**src/sv/rhcf_pkg.sv**
```systemverilog
`default_nettype none

package rhcf_pkg;

  // Window and buffer limits
  localparam int WINDOW_LEN = 7;
  localparam int MAX_BUFFER = 65536;
  localparam int PTR_W      = $clog2(WINDOW_LEN);

  // Field widths
  localparam int DATA_W   = 8;
  localparam int LEN_W    = 17;
  localparam int OFFSET_W = 16;
  localparam int SIZE_W   = 17;
  localparam int HASH_W   = 64;
  localparam int DIV_W    = 16;
  localparam int SKIP_W   = 12;
  localparam int ROLL_W   = 32;
  localparam int SHIFT    = 5;

  // Position arithmetic: must hold MAX_BUFFER + 1 and at least the size field
  localparam int POS_RAW_W = $clog2(MAX_BUFFER + 2);
  localparam int POS_W     = (POS_RAW_W > SIZE_W) ? POS_RAW_W : SIZE_W;

  // FNV-1a 64: prime = 2^40 + 0x1b3
  localparam logic [HASH_W-1:0] FNV_BASIS    = 64'hcbf29ce484222325;
  localparam int                FNV_HI_SHIFT = 40;
  localparam logic [HASH_W-1:0] FNV_PRIME_LO = 64'h1b3;

  // Input queue
  localparam int QUEUE_DEPTH = 2;
  localparam int QPTR_W      = $clog2(QUEUE_DEPTH);
  localparam int QCNT_W      = $clog2(QUEUE_DEPTH + 1);

  // Remainder unit: radix-2, several bits per cycle
  localparam int DIV_BITS_PER_CYCLE = 4;
  localparam int DIV_ITER           = ROLL_W / DIV_BITS_PER_CYCLE;
  localparam int DIV_CNT_W          = $clog2(DIV_ITER);

  // Config port
  localparam int CFG_IDX_W  = 2;
  localparam int CFG_DATA_W = 16;

  typedef enum logic [CFG_IDX_W-1:0] {
    REG_BLOCK_DIVISOR = 2'd0,
    REG_SKIP_COUNT    = 2'd1,
    REG_NETWORK_MODE  = 2'd2
  } cfg_reg_t;

  typedef struct packed {
    logic [DIV_W-1:0]  block_divisor;
    logic [SKIP_W-1:0] skip_count;
    logic              network_mode;
  } cfg_t;

  typedef struct packed {
    logic [DATA_W-1:0] data_byte;
    logic [LEN_W-1:0]  buffer_length;
    logic              last_byte;
  } item_t;

  typedef struct packed {
    logic [HASH_W-1:0]   chunk_hash;
    logic [OFFSET_W-1:0] chunk_offset;
    logic [SIZE_W-1:0]   chunk_size;
    logic                end_of_buffer;
  } result_t;

  typedef struct packed {
    logic              start;
    logic [ROLL_W-1:0] dividend;
    logic [DIV_W-1:0]  divisor;
  } div_req_t;

  typedef struct packed {
    logic             done;
    logic [DIV_W-1:0] rem;
  } div_rsp_t;

  // One FNV-1a byte step; the prime multiply is a shift plus a 9-bit constant
  function automatic logic [HASH_W-1:0] fnv_step(input logic [HASH_W-1:0] h,
                                                 input logic [DATA_W-1:0] c);
    logic [HASH_W-1:0] x;
    x = h ^ HASH_W'(c);
    return (x << FNV_HI_SHIFT) + x * FNV_PRIME_LO;
  endfunction

endpackage

`default_nettype wire

```
**src/sv/rhcf_front.sv**
```systemverilog
`default_nettype none

module rhcf_front (
  input  wire logic           clk,
  input  wire logic           rst,
  input  wire logic           in_valid,
  output logic                in_stall,
  input  wire rhcf_pkg::item_t in_item,
  output logic                q_valid,
  output rhcf_pkg::item_t     q_item,
  input  wire logic           q_pop
);

  rhcf_pkg::item_t                  mem [rhcf_pkg::QUEUE_DEPTH];
  logic [rhcf_pkg::QPTR_W-1:0]      wr_ptr;
  logic [rhcf_pkg::QPTR_W-1:0]      rd_ptr;
  logic [rhcf_pkg::QCNT_W-1:0]      count;
  logic                             push;
  logic                             pop;

  assign in_stall = (count == rhcf_pkg::QCNT_W'(rhcf_pkg::QUEUE_DEPTH));
  assign q_valid  = (count != '0);
  assign q_item   = mem[rd_ptr];
  assign push     = in_valid && !in_stall;
  assign pop      = q_pop && q_valid;

  always_ff @(posedge clk) begin
    if (push) begin
      mem[wr_ptr] <= in_item;
    end
  end

  always_ff @(posedge clk) begin
    if (rst) begin
      wr_ptr <= '0;
      rd_ptr <= '0;
      count  <= '0;
    end else begin
      if (push) begin
        wr_ptr <= (wr_ptr == rhcf_pkg::QPTR_W'(rhcf_pkg::QUEUE_DEPTH - 1)) ? '0
                                                                            : wr_ptr + 1'b1;
      end
      if (pop) begin
        rd_ptr <= (rd_ptr == rhcf_pkg::QPTR_W'(rhcf_pkg::QUEUE_DEPTH - 1)) ? '0
                                                                            : rd_ptr + 1'b1;
      end
      unique case ({push, pop})
        2'b10:   count <= count + 1'b1;
        2'b01:   count <= count - 1'b1;
        default: count <= count;
      endcase
    end
  end

endmodule

`default_nettype wire

```
**src/sv/rhcf_divmod.sv**
```systemverilog
`default_nettype none

module rhcf_divmod (
  input  wire logic               clk,
  input  wire logic               rst,
  input  wire rhcf_pkg::div_req_t req,
  output rhcf_pkg::div_rsp_t      rsp
);

  logic                              busy;
  logic [rhcf_pkg::DIV_CNT_W-1:0]    cnt;
  logic [rhcf_pkg::ROLL_W-1:0]       num;
  logic [rhcf_pkg::DIV_W-1:0]        rem;
  logic [rhcf_pkg::DIV_W-1:0]        dvs;
  logic                              done;
  logic [rhcf_pkg::ROLL_W-1:0]       num_next;
  logic [rhcf_pkg::DIV_W-1:0]        rem_next;

  // DIV_BITS_PER_CYCLE restoring steps per clock
  always_comb begin
    logic [rhcf_pkg::DIV_W:0] t;
    num_next = num;
    rem_next = rem;
    for (int i = 0; i < rhcf_pkg::DIV_BITS_PER_CYCLE; i++) begin
      t        = {rem_next, num_next[rhcf_pkg::ROLL_W-1]};
      num_next = num_next << 1;
      if (t >= {1'b0, dvs}) begin
        t = t - {1'b0, dvs};
      end
      rem_next = t[rhcf_pkg::DIV_W-1:0];
    end
  end

  always_ff @(posedge clk) begin
    if (rst) begin
      busy <= 1'b0;
      done <= 1'b0;
      cnt  <= '0;
      num  <= '0;
      rem  <= '0;
      dvs  <= '0;
    end else begin
      done <= 1'b0;
      if (req.start) begin
        busy <= 1'b1;
        cnt  <= '0;
        num  <= req.dividend;
        rem  <= '0;
        dvs  <= req.divisor;
      end else if (busy) begin
        num <= num_next;
        rem <= rem_next;
        cnt <= cnt + 1'b1;
        if (cnt == rhcf_pkg::DIV_CNT_W'(rhcf_pkg::DIV_ITER - 1)) begin
          busy <= 1'b0;
          done <= 1'b1;
        end
      end
    end
  end

  assign rsp.done = done;
  assign rsp.rem  = rem;

endmodule

`default_nettype wire

```
**src/sv/rhcf_back.sv**
```systemverilog
`default_nettype none

module rhcf_back (
  input  wire logic                 clk,
  input  wire logic                 rst,
  input  wire rhcf_pkg::cfg_t       cfg,
  input  wire logic                 q_valid,
  input  wire rhcf_pkg::item_t      q_item,
  output logic                      q_pop,
  output rhcf_pkg::div_req_t        div_req,
  input  wire rhcf_pkg::div_rsp_t   div_rsp,
  output logic                      out_valid,
  input  wire logic                 out_stall,
  output rhcf_pkg::result_t         out_res
);

  typedef enum logic [2:0] {
    S_IDLE,
    S_DIV,
    S_DECIDE,
    S_EMIT_A,
    S_EMIT_B
  } state_t;

  localparam int PW = rhcf_pkg::POS_W;

  state_t                             state;

  // rolling and per-buffer state
  logic [rhcf_pkg::DATA_W-1:0]        window [rhcf_pkg::WINDOW_LEN];
  logic [rhcf_pkg::PTR_W-1:0]         window_ptr;
  logic [rhcf_pkg::ROLL_W-1:0]        window_sum;
  logic [rhcf_pkg::ROLL_W-1:0]        weighted_sum;
  logic [rhcf_pkg::ROLL_W-1:0]        shift_xor;
  logic [PW-1:0]                      byte_pos;
  logic [PW-1:0]                      chunk_start;
  logic [rhcf_pkg::SKIP_W-1:0]        skip_left;
  logic [rhcf_pkg::HASH_W-1:0]        chunk_fnv;
  logic                               first_pending;

  // current word
  logic [PW-1:0]                      cur_pos;
  logic [rhcf_pkg::LEN_W-1:0]         cur_len;
  logic                               cur_last;
  logic                               cur_rolled;

  logic                               div_start;
  logic [rhcf_pkg::ROLL_W-1:0]        div_dividend;

  rhcf_pkg::result_t                  res_a;
  rhcf_pkg::result_t                  res_b;
  logic                               have_b;

  logic                               out_free;

  // roll datapath
  logic [rhcf_pkg::ROLL_W-1:0]        c32;
  logic [rhcf_pkg::ROLL_W-1:0]        ws_new;
  logic [rhcf_pkg::ROLL_W-1:0]        wt_new;
  logic [rhcf_pkg::ROLL_W-1:0]        sx_new;
  logic [rhcf_pkg::PTR_W-1:0]         ptr_next;
  logic [PW-1:0]                      pos_inc;

  // decision datapath
  logic                               boundary;
  logic                               d_have_a;
  logic                               d_have_b;
  rhcf_pkg::result_t                  d_res_a;
  rhcf_pkg::result_t                  d_res_b;
  logic [PW-1:0]                      d_cs;
  logic [rhcf_pkg::HASH_W-1:0]        d_fnv;
  logic                               d_first;
  logic [rhcf_pkg::SKIP_W-1:0]        d_skip;
  logic [PW-1:0]                      pos_plus1;
  logic [PW-1:0]                      size_a;
  logic [PW-1:0]                      size_b;
  logic                               skip_fits;

  assign q_pop    = (state == S_IDLE) && q_valid;
  assign out_free = !out_valid || !out_stall;

  always_comb begin
    c32    = rhcf_pkg::ROLL_W'(q_item.data_byte);
    ws_new = window_sum + c32 - rhcf_pkg::ROLL_W'(window[window_ptr]);
    wt_new = weighted_sum - window_sum
           + rhcf_pkg::ROLL_W'(rhcf_pkg::WINDOW_LEN) * c32;
    sx_new = (shift_xor << rhcf_pkg::SHIFT) ^ c32;
    ptr_next = (window_ptr == rhcf_pkg::PTR_W'(rhcf_pkg::WINDOW_LEN - 1)) ? '0
                                                                           : window_ptr + 1'b1;
    pos_inc = (byte_pos < PW'(rhcf_pkg::MAX_BUFFER)) ? byte_pos + 1'b1 : byte_pos;
  end

  always_comb begin
    boundary  = cur_rolled && (cfg.block_divisor != '0)
             && (div_rsp.rem == cfg.block_divisor - 1'b1);
    pos_plus1 = cur_pos + 1'b1;
    size_a    = cur_pos - chunk_start + 1'b1;
    skip_fits = ({1'b0, cur_pos} + (PW+1)'(cfg.skip_count)) < (PW+1)'(cur_len);

    d_cs     = chunk_start;
    d_fnv    = chunk_fnv;
    d_first  = first_pending;
    d_skip   = skip_left;
    d_have_a = 1'b0;
    d_res_a  = '{chunk_hash:    chunk_fnv,
                 chunk_offset:  chunk_start[rhcf_pkg::OFFSET_W-1:0],
                 chunk_size:    size_a[rhcf_pkg::SIZE_W-1:0],
                 end_of_buffer: 1'b0};

    if (boundary) begin
      if (cfg.network_mode && first_pending) begin
        d_first = 1'b0;
      end else begin
        d_have_a = 1'b1;
      end
      d_fnv = rhcf_pkg::FNV_BASIS;
      d_cs  = pos_plus1;
      if (skip_fits) begin
        d_skip = cfg.skip_count;
      end
    end

    // tail chunk uses post-boundary start and hash
    size_b   = (pos_plus1 >= d_cs) ? pos_plus1 - d_cs : '0;
    d_have_b = 1'b0;
    d_res_b  = '{chunk_hash:    d_fnv,
                 chunk_offset:  d_cs[rhcf_pkg::OFFSET_W-1:0],
                 chunk_size:    size_b[rhcf_pkg::SIZE_W-1:0],
                 end_of_buffer: 1'b1};
    if (cur_last) begin
      if (!cfg.network_mode) begin
        d_have_b = 1'b1;
      end else if (d_have_a) begin
        d_res_a.end_of_buffer = 1'b1;
      end
    end
  end

  always_ff @(posedge clk) begin
    if (rst) begin
      state         <= S_IDLE;
      for (int i = 0; i < rhcf_pkg::WINDOW_LEN; i++) begin
        window[i] <= '0;
      end
      window_ptr    <= '0;
      window_sum    <= '0;
      weighted_sum  <= '0;
      shift_xor     <= '0;
      byte_pos      <= '0;
      chunk_start   <= '0;
      skip_left     <= '0;
      chunk_fnv     <= rhcf_pkg::FNV_BASIS;
      first_pending <= 1'b1;
      div_start     <= 1'b0;
      out_valid     <= 1'b0;
      have_b        <= 1'b0;
      cur_rolled    <= 1'b0;
      cur_last      <= 1'b0;
    end else begin
      div_start <= 1'b0;
      if (out_valid && !out_stall) begin
        out_valid <= 1'b0;
      end

      unique case (state)
        S_IDLE: begin
          if (q_valid) begin
            chunk_fnv <= rhcf_pkg::fnv_step(chunk_fnv, q_item.data_byte);
            cur_pos   <= byte_pos;
            cur_len   <= q_item.buffer_length;
            cur_last  <= q_item.last_byte;
            byte_pos  <= pos_inc;
            if (skip_left != '0) begin
              skip_left  <= skip_left - 1'b1;
              cur_rolled <= 1'b0;
              state      <= S_DECIDE;
            end else begin
              window[window_ptr] <= q_item.data_byte;
              window_ptr   <= ptr_next;
              window_sum   <= ws_new;
              weighted_sum <= wt_new;
              shift_xor    <= sx_new;
              div_dividend <= ws_new + wt_new + sx_new;
              div_start    <= 1'b1;
              cur_rolled   <= 1'b1;
              state        <= S_DIV;
            end
          end
        end

        S_DIV: begin
          if (div_rsp.done) begin
            state <= S_DECIDE;
          end
        end

        S_DECIDE: begin
          res_a  <= d_res_a;
          res_b  <= d_res_b;
          have_b <= d_have_b;
          if (cur_last) begin
            for (int i = 0; i < rhcf_pkg::WINDOW_LEN; i++) begin
              window[i] <= '0;
            end
            window_ptr    <= '0;
            window_sum    <= '0;
            weighted_sum  <= '0;
            shift_xor     <= '0;
            byte_pos      <= '0;
            chunk_start   <= '0;
            skip_left     <= '0;
            chunk_fnv     <= rhcf_pkg::FNV_BASIS;
            first_pending <= 1'b1;
          end else begin
            chunk_start   <= d_cs;
            chunk_fnv     <= d_fnv;
            first_pending <= d_first;
            skip_left     <= d_skip;
          end
          if (d_have_a) begin
            state <= S_EMIT_A;
          end else if (d_have_b) begin
            state <= S_EMIT_B;
          end else begin
            state <= S_IDLE;
          end
        end

        S_EMIT_A: begin
          if (out_free) begin
            out_res   <= res_a;
            out_valid <= 1'b1;
            state     <= have_b ? S_EMIT_B : S_IDLE;
          end
        end

        S_EMIT_B: begin
          if (out_free) begin
            out_res   <= res_b;
            out_valid <= 1'b1;
            state     <= S_IDLE;
          end
        end

        default: state <= S_IDLE;
      endcase
    end
  end

  assign div_req.start    = div_start;
  assign div_req.dividend = div_dividend;
  assign div_req.divisor  = cfg.block_divisor;

endmodule

`default_nettype wire

```
**src/sv/rolling_hash_chunk_fingerprinter.sv**
```systemverilog
// Content-defined chunker. Bytes of a buffer arrive one word at a time on the
// input channel (last_byte marks the end of the buffer); each chunk found comes
// out as one word carrying its 64-bit FNV-1a hash, its offset and its size, and
// end_of_buffer flags the final chunk of a buffer. A rolling hash over the last
// WINDOW_LEN rolled bytes (window sum + weighted sum + shift-xor, 32-bit wrap)
// places a cut where hash mod block_divisor == block_divisor - 1; after a cut
// the next skip_count bytes join the chunk without being rolled, when they fit
// within buffer_length. In plain mode a tail chunk (possibly empty) closes
// every buffer; with network_mode set the first chunk of each buffer is
// dropped and no tail chunk is sent. A divisor of zero never cuts. A rolled
// byte waits on the iterative remainder unit, which retires 4 quotient bits
// per cycle; a skipped byte does not. The block finishes a byte before taking
// the next; a two-entry input queue keeps taking bytes meanwhile until it is
// full, and the output register holds a finished chunk while the next byte is
// already being processed. Config registers are written on cfg_write with
// cfg_index 0 = block_divisor, 1 = skip_count, 2 = network_mode; the user must
// write them only while the block is idle; the block does not enforce this.

`default_nettype none

module rolling_hash_chunk_fingerprinter (
  input  wire logic                                  clk,
  input  wire logic                                  rst,

  // config write port
  input  wire logic                                  cfg_write,
  input  wire logic [rhcf_pkg::CFG_IDX_W-1:0]        cfg_index,
  input  wire logic [rhcf_pkg::CFG_DATA_W-1:0]       cfg_data,

  // byte input
  input  wire logic                                  in_valid,
  output logic                                       in_stall,
  input  wire logic [rhcf_pkg::DATA_W-1:0]           data_byte,
  input  wire logic [rhcf_pkg::LEN_W-1:0]            buffer_length,
  input  wire logic                                  last_byte,

  // chunk output
  output logic                                       out_valid,
  input  wire logic                                  out_stall,
  output logic [rhcf_pkg::HASH_W-1:0]                chunk_hash,
  output logic [rhcf_pkg::OFFSET_W-1:0]              chunk_offset,
  output logic [rhcf_pkg::SIZE_W-1:0]                chunk_size,
  output logic                                       end_of_buffer
);

  rhcf_pkg::cfg_t      cfg;
  rhcf_pkg::item_t     in_item;
  rhcf_pkg::item_t     q_item;
  logic                q_valid;
  logic                q_pop;
  rhcf_pkg::div_req_t  div_req;
  rhcf_pkg::div_rsp_t  div_rsp;
  rhcf_pkg::result_t   out_res;

  // Config registers, reset to 320 / 64 / plain mode
  always_ff @(posedge clk) begin
    if (rst) begin
      cfg.block_divisor <= rhcf_pkg::DIV_W'(320);
      cfg.skip_count    <= rhcf_pkg::SKIP_W'(64);
      cfg.network_mode  <= 1'b0;
    end else if (cfg_write) begin
      unique case (cfg_index)
        rhcf_pkg::REG_BLOCK_DIVISOR: cfg.block_divisor <= cfg_data[rhcf_pkg::DIV_W-1:0];
        rhcf_pkg::REG_SKIP_COUNT:    cfg.skip_count    <= cfg_data[rhcf_pkg::SKIP_W-1:0];
        rhcf_pkg::REG_NETWORK_MODE:  cfg.network_mode  <= cfg_data[0];
        default: ; // unmapped index, ignored
      endcase
    end
  end

  assign in_item.data_byte     = data_byte;
  assign in_item.buffer_length = buffer_length;
  assign in_item.last_byte     = last_byte;

  // Front: input queue
  rhcf_front u_front (
    .clk      (clk),
    .rst      (rst),
    .in_valid (in_valid),
    .in_stall (in_stall),
    .in_item  (in_item),
    .q_valid  (q_valid),
    .q_item   (q_item),
    .q_pop    (q_pop)
  );

  // Iterative remainder of the rolling hash by block_divisor
  rhcf_divmod u_divmod (
    .clk (clk),
    .rst (rst),
    .req (div_req),
    .rsp (div_rsp)
  );

  // Back: rolling state, cut decision, chunk bookkeeping, output register
  rhcf_back u_back (
    .clk       (clk),
    .rst       (rst),
    .cfg       (cfg),
    .q_valid   (q_valid),
    .q_item    (q_item),
    .q_pop     (q_pop),
    .div_req   (div_req),
    .div_rsp   (div_rsp),
    .out_valid (out_valid),
    .out_stall (out_stall),
    .out_res   (out_res)
  );

  assign chunk_hash    = out_res.chunk_hash;
  assign chunk_offset  = out_res.chunk_offset;
  assign chunk_size    = out_res.chunk_size;
  assign end_of_buffer = out_res.end_of_buffer;

endmodule

`default_nettype wire

```
**config.mk**
```make
export PLATFORM = sky130hd
export DESIGN_NAME = rolling_hash_chunk_fingerprinter
export DESIGN_NICKNAME = d
export VERILOG_FILES = /design/src/sv/rhcf_pkg.sv /design/src/sv/rhcf_front.sv /design/src/sv/rhcf_divmod.sv /design/src/sv/rhcf_back.sv /design/src/sv/rolling_hash_chunk_fingerprinter.sv
export SDC_FILE = /design/constraint.sdc
export NUM_CORES = 2
export LEC_CHECK = 0
export ABC_CLOCK_PERIOD_IN_PS = 10400
export BUFFER_PORTS_ARGS = -buffer_cell sky130_fd_sc_hd__buf_2
export CORE_MARGIN = 10
export CORE_UTILIZATION = 50
export DETAILED_ROUTE_END_ITERATION = 6
export MAX_ROUTING_LAYER = met4
export PLACE_DENSITY = 0.69
export SLEW_MARGIN = 20
export SYNTH_ARGS = -nofsm -noshare
export SYNTH_HDL_FRONTEND = slang
export SYNTH_SLANG_ARGS = --single-unit
```
**constraint.sdc**
```tcl
create_clock -name clk -period 10.4 [get_ports clk]
set_clock_uncertainty 0.15 [all_clocks]
set_input_delay 0.52 -clock clk [delete_from_list [all_inputs] [get_ports clk]]
set_output_delay 0.52 -clock clk [all_outputs]
set_load 0.01 [all_outputs]
```
==> metrics <==
wire length of the first global-routing pass=212800 um; vias in the first global route=38020; type of origin of the critical path=flip-flop; critical path's most frequent cell=sky130_fd_sc_hd__buf_4; source of the worst hold timing path=cfg_index[0]; wire length on met1=62340 um; count of final hold-check violations=0; Avg Inst Size Synth=10.33 um^2; maximum clock path buffer count=3; Final Slew Violations=0; unrepaired setup endpoints after global routing=no; share of post-route cells with drive strength above 1=12.79%; cell accounting for the most synthesized area=sky130_fd_sc_hd__edfxtp_1; total I/O pin count=149; Top Family by Delay on Critical Path=compound AO/OA/AOI/OAI gates; highest layer used for signal routing=met4; Synth Net Count=5974; final-stage net count=6199; Reg clk slew, reported paths=0.06 ns; worst slack on hold paths=0.1225 ns; worst path bufs/invs=8; Core Footprint=105700 um^2; mapped cell area=53410 um^2; outcome=finished clean; overflow left after global routing=0; TritonCTS clock tree=done; routability congestion estimate=0.9395; clock latency reported for the late side of the worst-skew pair=0.68 ns; slowest cell on the critical path=sky130_fd_sc_hd__or4_1; Max Fclk=101.3 MHz; count of antenna-violating nets left after detailed routing=0; post-synthesis adder-cell area fraction=22.14%; die height=346.9 um; CTS Buf Count=90; most used cells in the layout excluding fill and tap cells=sky130_fd_sc_hd__inv_1, sky130_fd_sc_hd__edfxtp_1, sky130_fd_sc_hd__ha_1; fraction of the cycle the final worst path needs=94.94%; clock sink count=794; # rows=119; Tightest Pin Transition=1.129 ns; combined flip-flop and latch cell area=20650 um^2; number of setup violations in the final report=0; crit-path max FO=16; R2R Path Start=u_divmod.rem[11]; data required time at the worst endpoint=10.83 ns; drt first-iter violations=2644; Synth Instances=5172; Die Area=120300 um^2; per-cell via count in the routed design=5.534; number of enable flip-flop cells after synthesis=475; I/O Buffers=148; Tightest Hold Check Type=input pin to flip-flop; nature of the critical path endpoint=flip-flop; Distinct cells, synth=91; Die W=346.9 um; top cells by area, synth=sky130_fd_sc_hd__edfxtp_1, sky130_fd_sc_hd__fa_1, sky130_fd_sc_hd__dfxtp_1, sky130_fd_sc_hd__ha_1, sky130_fd_sc_hd__inv_1; routed length on met2=61510 um; WS Path Type=flip-flop to flip-flop; starting density of the core=50.53%; async set or reset register ratio after synthesis=0%; number of optimization iterations in the first detailed-route pass=7; Top FF cell, synth=sky130_fd_sc_hd__edfxtp_1; shortest period the worst path allows=9.874 ns; Max-Slew Margin vs Limit=24.57%; main combinational cell family by area after synthesis=adder cells; Setup TNS=0 ns; post-synthesis share of cell area spent on and, or, nand and nor gates=11.00%; routed wire length on met3=7661 um; WL/cell=19.46 um; commonest non-fill, non-tap cell in the layout=sky130_fd_sc_hd__inv_1; Area growth, synth to finish=12.12%; Yosys reg bits=794; area share of the largest cell type after synthesis=26.70%; total via count after detailed routing=38030; fraction of the mapped netlist area in compound gates=11.74%; sequential fraction of the synthesis area=38.66%; Synth warnings=0; xor/xnor share of the synthesized area=4.978%; area of the multi-input gates=29800 um^2; Maximum Capacitance Violations=0; delay of the slowest cell on the worst path=0.49 ns; Routed Wire Length=133700 um; maximum number of pins on one net before global-route repair=84; critical path data arrival time=10.30 ns; number of design rule violations left after detail routing=0; Clk Tree Root Cell=sky130_fd_sc_hd__clkbuf_16; antenna violations before repair=8; # fillers=9035; total number of H-tree levels=3; GR Util All Layers=22.53%; number of buffers inserted by post-CTS setup repair=0; detailed placer's ending HPWL=100600 um; fraction of synthesized area in multiplexers=5.655%; source of the critical timing path=u_divmod.rem[11]
## area by class of cell
| type | instances | share of cell area [%] |
|---|---|---|
| antenna | 7 | 0.02925 |
| clock buffer | 113 | 4.112 |
| clock inverter | 56 | 1.124 |
| inverter | 621 | 3.894 |
| multi-input combinational | 3565 | 49.76 |
| sequential | 794 | 34.49 |
| tap | 1391 | 2.906 |
| timing repair buffer | 325 | 3.683 |
## metrics by stage
stage | worst slack, ns | std cells | cell area (um^2) | utilization (%)
after floorplan | 0.05644 | 5172 | 53420 | -
after global placement | 0.3529 | 6653 | 56240 | 53.20
after detailed placement | 0.2854 | 6653 | 56240 | 53.20
after CTS | 0.2169 | 6865 | 59800 | 56.57
after global routing | 0.003461 | 6871 | 59880 | 56.65
final | 0.5263 | 6872 | 59890 | 56.65
## Yosys cell counts (all sizes together) (42+ instances only)
cell type,instances
fa,320
nand4,46
inv,618
o21ai,182
a21oi,349
mux2i,88
nor3,67
nand3,140
nor2,414
mux2,156
a21o,106
dfxtp,319
nand2,329
ha,433
edfxtp,475
clkbuf,162
nor2b,80
o21a,42
xnor2,193
a22oi,47
xor2,108
## state kept, by name (all words and copies together), names as in the netlist, 32 cells and up, named ones only
name / count
u_back.out_res: 98
u_back.window: 64
u_back.res_b: 97
u_back.weighted_sum: 32
u_back.div_dividend: 32
u_divmod.num: 32
u_back.chunk_fnv: 64
u_front.mem: 52
u_back.window_sum: 32
u_back.res_a: 98
## per-layer routing
metal	vias to the layer above	GRT usage [%]
met5	-	-
met4	0	4.781
met3	140	3.537
met2	856	35.33
met1	18630	30.84
li1	18400	-
## worst paths after layout
kind / endpoint / slack (ns) / depth (start not counted)
worst min register to register: u_back.res_a[18] / 0.31 / 0
worst max register to register: u_divmod.rem[0] / 0.53 / 45
worst min-delay path: cfg[13] / 0.12 / 4
worst max-delay path: u_divmod.rem[0] / 0.53 / 45
## repair_timing
item / in CTS / in global routing
endpoints found under the hold margin: 83 / 0
hold buffers: 43 / 0
setup endpoints to repair: 0 / 16
resized for setup: 0 / 15
## worst register-to-register path: cells and delay by family, from the launching register on
kind            cells  cell delay [ns]
compound gates     24             4.84
fa+ha+maj           4             1.14
buf+inv             8             1.39
flops               1             0.42
mux                 3             0.69
simple gates        6             1.16
## logic make-up (layout without fill, tap and decap cells)
family                   count (synthesis)  in the layout
buffers and inverters                  813           1115
adder cells (fa/ha/maj)                753            753
AO/OA/AOI/OAI                          992            992
other                                    0              7
XOR/XNOR                               302            302
AND/OR/NAND/NOR                       1257           1257
flip-flops                             794            794
multiplexers                           261            261
Power is left out: the tool's default activity adds up to more than one toggle a clock period on the data nets, which glitch-free logic cannot reach.
